## src/hw/rtl/ipgeo_pkg.sv

```systemverilog
package ipgeo_pkg;

    localparam int IP_W          = 32;
    localparam int FIRST_W       = 17;
    localparam int START_W       = 24;
    localparam int ID_BYTES      = 3;
    localparam int ID_W          = 8 * ID_BYTES;
    localparam int FIRST_DEPTH   = 256;
    localparam int FIRST_AW      = 8;
    localparam int REC_DEPTH_DEF = 65536;
    localparam int CO_DEPTH_DEF  = 4096;

    localparam logic [31:0] SCAN_SPAN = 32'd8;

    // first octets that never resolve
    localparam logic [7:0] OCTET_THIS     = 8'd0;
    localparam logic [7:0] OCTET_PRIVATE  = 8'd10;
    localparam logic [7:0] OCTET_LOOPBACK = 8'd127;

    localparam logic [8:0]  FIRST_LEN_RST  = 9'd224;
    localparam logic [12:0] COARSE_LEN_RST = 13'd0;
    localparam logic [15:0] PART_STEP_RST  = 16'd1;
    localparam logic [16:0] REC_COUNT_RST  = 17'd0;

    localparam logic [1:0] CFG_FIRST_LEN  = 2'd0;
    localparam logic [1:0] CFG_COARSE_LEN = 2'd1;
    localparam logic [1:0] CFG_PART_STEP  = 2'd2;
    localparam logic [1:0] CFG_REC_COUNT  = 2'd3;

    typedef enum logic [1:0] {
        REQ_LOOKUP = 2'd0,
        REQ_FIRST  = 2'd1,
        REQ_COARSE = 2'd2,
        REQ_RECORD = 2'd3
    } req_t;

    typedef enum logic {
        ARITH_DIV = 1'b0,
        ARITH_MUL = 1'b1
    } arith_op_t;

    typedef struct packed {
        logic      start;
        arith_op_t op;
    } arith_ctl_t;

endpackage

```

## src/hw/rtl/ipgeo_arith.sv

```systemverilog
// shared bit-serial unit: 17-bit by 16-bit restoring divide, 32-bit by 16-bit multiply
module ipgeo_arith (
    input  logic                  clk,
    input  logic                  rst_n,
    input  ipgeo_pkg::arith_ctl_t ctl,
    input  logic [31:0]           a,
    input  logic [15:0]           b,
    output logic                  done,
    output logic [31:0]           result
);

    logic                 busy_reg;
    logic                 done_reg;
    ipgeo_pkg::arith_op_t op_reg;
    logic [4:0]           cnt_reg;
    logic [31:0]          acc_reg;
    logic [31:0]          sh_reg;
    logic [15:0]          b_reg;
    logic [17:0]          trial;

    assign trial = {1'b0, acc_reg[15:0], sh_reg[16]} - {2'b00, b_reg};

    always_ff @(posedge clk or negedge rst_n)
    begin
        if (!rst_n)
        begin
            busy_reg <= 1'b0;
            done_reg <= 1'b0;
            op_reg   <= ipgeo_pkg::ARITH_DIV;
            cnt_reg  <= '0;
        end
        else
        begin
            done_reg <= 1'b0;
            if (ctl.start)
            begin
                busy_reg <= 1'b1;
                op_reg   <= ctl.op;
                cnt_reg  <= (ctl.op == ipgeo_pkg::ARITH_DIV) ? 5'd17 : 5'd16;
            end
            else if (busy_reg)
            begin
                cnt_reg <= cnt_reg - 5'd1;
                if (cnt_reg == 5'd1)
                begin
                    busy_reg <= 1'b0;
                    done_reg <= 1'b1;
                end
            end
        end
    end

    always_ff @(posedge clk)
    begin
        if (ctl.start)
        begin
            acc_reg <= '0;
            b_reg   <= b;
            if (ctl.op == ipgeo_pkg::ARITH_DIV)
            begin
                sh_reg <= {15'd0, a[16:0]};
            end
            else
            begin
                sh_reg <= a;
            end
        end
        else if (busy_reg)
        begin
            if (op_reg == ipgeo_pkg::ARITH_DIV)
            begin
                // quotient bits shift in from the bottom of sh_reg
                if (!trial[17])
                begin
                    acc_reg <= {15'd0, trial[16:0]};
                end
                else
                begin
                    acc_reg <= {15'd0, acc_reg[15:0], sh_reg[16]};
                end
                sh_reg <= {15'd0, sh_reg[15:0], ~trial[17]};
            end
            else
            begin
                if (b_reg[0])
                begin
                    acc_reg <= acc_reg + sh_reg;
                end
                sh_reg <= {sh_reg[30:0], 1'b0};
                b_reg  <= {1'b0, b_reg[15:1]};
            end
        end
    end

    assign done   = done_reg;
    assign result = (op_reg == ipgeo_pkg::ARITH_DIV) ? {15'd0, sh_reg[16:0]} : acc_reg;

endmodule

```

## config.mk

```make
export PLATFORM = sky130hd
export DESIGN_NAME = ipgeo_arith
export DESIGN_NICKNAME = d
export VERILOG_FILES = /design/src/hw/rtl/ipgeo_pkg.sv /design/src/hw/rtl/ipgeo_arith.sv
export SDC_FILE = /design/constraint.sdc
export NUM_CORES = 1
export LEC_CHECK = 0
export BUFFER_PORTS_ARGS = -buffer_cell sky130_fd_sc_hd__buf_2
export CAP_MARGIN = 5
export CORE_MARGIN = 1.5
export CORE_UTILIZATION = 50
export CTS_BUF_LIST = sky130_fd_sc_hd__clkbuf_16
export CTS_CLUSTER_SIZE = 12
export DETAILED_ROUTE_END_ITERATION = 8
export PLACE_DENSITY_LB_ADDON = 0.12
export SKIP_CTS_REPAIR_TIMING = 1
export SLEW_MARGIN = 20
export SYNTH_ARGS = -nofsm -noshare
export SYNTH_HDL_FRONTEND = slang
export SYNTH_SLANG_ARGS = --single-unit
export TNS_END_PERCENT = 50
```

## constraint.sdc

```tcl
create_clock -name clk -period 3.9 [get_ports clk]
set_input_delay 0.78 -clock clk [delete_from_list [all_inputs] [get_ports clk]]
set_output_delay 0.78 -clock clk [all_outputs]
set_load 0.03 [all_outputs]
```

==> metrics.txt <==
status finished clean; GRT Total Usage 0.255; Commonest cells post-synth 60 x nand2_1, 58 x o21ai_0, 54 x a21oi_1; number of synthesized register bits a little under 90; Slew headroom 0.448; Buf+Inv Stages, Crit Path 2; Fin. Hold Viols 0; FF-to-FF setup slack 0.91 ns; Syn Area/Cell around 9.1 sq um; worst-path maximum fanout 4; Initial Utilization 0.512; first-pass GRT wire length approximately 27 mm; post-route ant nets 0; Max VDD drop approximately 0.00035 V; Seq/Total Area, Yosys 0.354; grt ovf 0; Layout Nets between 800 and 900; setup TNS 0 ns; Design Power between 5 and 6 mW; Slowest-stage cell, CP edfxtp_1; endpoints failing setup 0; r2r endpoint acc_reg[16]; CTS tree yes; Worst EP required between 4 and 5 ns; top_reg_cell synth edfxtp_1; largest cells by area after synthesis edfxtp_1 22%, dfxtp_1 9.9%, ha_1 9.5%, mux2_2 5.8%, o21ai_0 4.5%; CTS H-tree lvls 3; CP top delay family compound AO/OA/AOI/OAI gates; CTS Root Cell clkbuf_16; worst r2r src sh_reg[16]; fin crit share 0.766; synthesized cell area between 6000 and 7000 sq um; largest net degree at the start of global routing 47; unrepaired setup endpoints after global routing false; post-layout min period between 2 and 3 ns; nature of the critical path endpoint flip-flop; type of element launching the critical path flip-flop; Ys Warns 0; Detailed Route Iter0 Violations 375; synth unique cells roughly 70; Clock Path Buffers 2; Clock Latency Late Sink about 0.35 ns; vias roughly 5600; Clock Skews between 0.009 and 0.01 ns; vias in the first global route roughly 5300; pwr/cell area about 700 nW/um^2; detailed placement HPWL around 13 mm; full die area 13600 sq um; DIE WIDTH 116 microns; largest area contributor in the synthesized netlist edfxtp_1; Crit path largest cell delay between 0.4 and 0.5 ns; via/cell ratio just under 6; Post-synth ARST share 0.0909; share of layout cells above drive strength 1 0.201; worst min path class input port to asynchronous set/reset pin; static leakage about 3.2 nW; Synth top area share 0.224; max-slew violation count 0; GPL Wtd Cong about 0.94; I/O Buffers 84; cell with the most instances after synthesis nand2_1; measured slew at the worst slew-check pin between 0.8 and 0.9 ns; worst setup path category flip-flop to flip-flop; core area between 10000 and 15000 sq um; Chip Height 116 microns; number of enable flip-flop cells after synthesis 48; initial antenna violation count 0; max cap viols 0; Cells after Synth just over 700; Area Overhead vs Synth 12.7%; antenna fix cells 0; synthesized net count between 800 and 900; 1st-pass router iterations 5; # DRC 0; Num CTS Buffers 9; WL final 16.7 mm; Highest Clock Rate roughly 330 MHz; io pins 85; clock-pin slew on the worst setup and hold paths ~0.070 ns; CP arrival ~3.2 ns; Cell Chain, Critical Path inv_1 > ha_1 > inv_1 > fa_1 > a211oi_1 > o21ai_0 > nor4b_1 > o31ai_1 > o21ai_0 > xnor2_1 > nand3_1 > a311oi_1; drt wl/cell approximately 17 microns; CTS Sinks approximately 90; Core Rows 41; Reg2Reg Depth 12
worst register-to-register path, stage by stage, from the launching register on:
cell and delay (ns):
edfxtp_1 0.45, inv_1 0.10, ha_1 0.18, inv_1 0.06, fa_1 0.41, a211oi_1 0.30
o21ai_0 0.16, nor4b_1 0.17, o31ai_1 0.34, o21ai_0 0.18, xnor2_1 0.18, nand3_1 0.09
a311oi_1 0.26
layout make-up:
| cell class | instances | area [sq um] |
|---|---|---|
| multi-input cells | 552 | 3880 |
| clock buffers | 9 | 225 |
| inverters | 35 | 131 |
| repair buffers | 91 | 485 |
| well taps | 172 | 215 |
| flip-flops and latches | 88 | 2280 |
| clock inverters | 7 | 33.8 |
| fillers | 1140 | 5310 |
placed cells by master (no fill, tap or decap), types with 3 or more instances in the layout:
| master | count |
|---|---|
| a211oi_1 | 20 |
| a21o_1 | 8 |
| a21oi_1 | 54 |
| a22o_1 | 16 |
| a311oi_1 | 4 |
| and2_1 | 20 |
| and3_1 | 4 |
| buf_2 | 84 |
| buf_4 | 6 |
| clkbuf_16 | 9 |
| dfrtp_1 | 7 |
| dfxtp_1 | 32 |
| edfxtp_1 | 48 |
| ha_1 | 49 |
| inv_1 | 36 |
| mux2_2 | 33 |
| mux2i_1 | 5 |
| nand2_1 | 60 |
| nand2b_1 | 4 |
| nand3_1 | 16 |
| nand3b_1 | 6 |
| nand4_1 | 5 |
| nor2_1 | 43 |
| nor2b_1 | 5 |
| nor3_1 | 14 |
| nor3b_1 | 5 |
| nor4_1 | 4 |
| o211ai_1 | 6 |
| o21a_1 | 4 |
| o21ai_0 | 58 |
| o21ai_1 | 9 |
| o21ai_2 | 3 |
| o21bai_1 | 9 |
| o22ai_1 | 3 |
| o31ai_1 | 5 |
| or3_1 | 7 |
| xnor2_1 | 22 |
| xor2_1 | 16 |
how the worst max path moves through the flow:
| stage | from | endpoint | slack, ns | cells past startpoint |
|---|---|---|---|---|
| floorplan | sh_reg[0] | acc_reg[18] | 1.17 | 11 |
| global placement | acc_reg[0] | acc_reg[18] | 0.99 | 11 |
| detailed placement | acc_reg[0] | acc_reg[18] | 0.94 | 11 |
| CTS | acc_reg[0] | acc_reg[18] | 0.93 | 11 |
| global route | sh_reg[0] | acc_reg[18] | 0.68 | 11 |
| finish | sh_reg[16] | acc_reg[16] | 0.91 | 12 |
per-stage QoR:
| step | hold WS, ns | cell area (sq um) | util | cells | setup slack, ns |
|---|---|---|---|---|---|
| after detailed placement | 0.465 | 7000 | 0.557 | 938 | 0.945 |
| final | 0.256 | 7260 | 0.578 | 954 | 0.914 |
| after global placement | 0.461 | 7000 | 0.557 | 938 | 0.986 |
| after floorplan | 0.438 | 6440 | - | 710 | 1.17 |
| after global routing | 0.266 | 7260 | 0.578 | 954 | 0.679 |
| after CTS | 0.256 | 7260 | 0.578 | 954 | 0.928 |
kinds of logic after synthesis:
logic type | count (synthesis) | share of synthesized area
buffers and inverters | 70 | 0.0425
adder cells (fa/ha/maj) | 51 | 0.101
XOR/XNOR | 38 | 0.0517
AO/OA/AOI/OAI | 220 | 0.222
AND/OR/NAND/NOR | 205 | 0.162
flip-flops | 88 | 0.354
multiplexers | 38 | 0.0655
where the power goes:
group          switching, mW  total (mW)  internal (mW)
sequential             0.269        1.48           1.21
clock                  0.378       0.800          0.422
combinational           1.64        2.75           1.11
total                   2.29        5.03           2.74
layer usage:
| metal | vias to the layer above | GRT usage | share of wire |
|---|---|---|---|
| met3 | 23 | 0.0337 | 0.063 |
| met5 | - | 0 | 0 |
| met1 | 2579 | 0.376 | 0.48 |
| met4 | 0 | 0.0992 | 0.021 |
| met2 | 204 | 0.378 | 0.43 |
| li1 | 2757 | - | - |
Note: power is estimated with default switching activity, not from simulation.
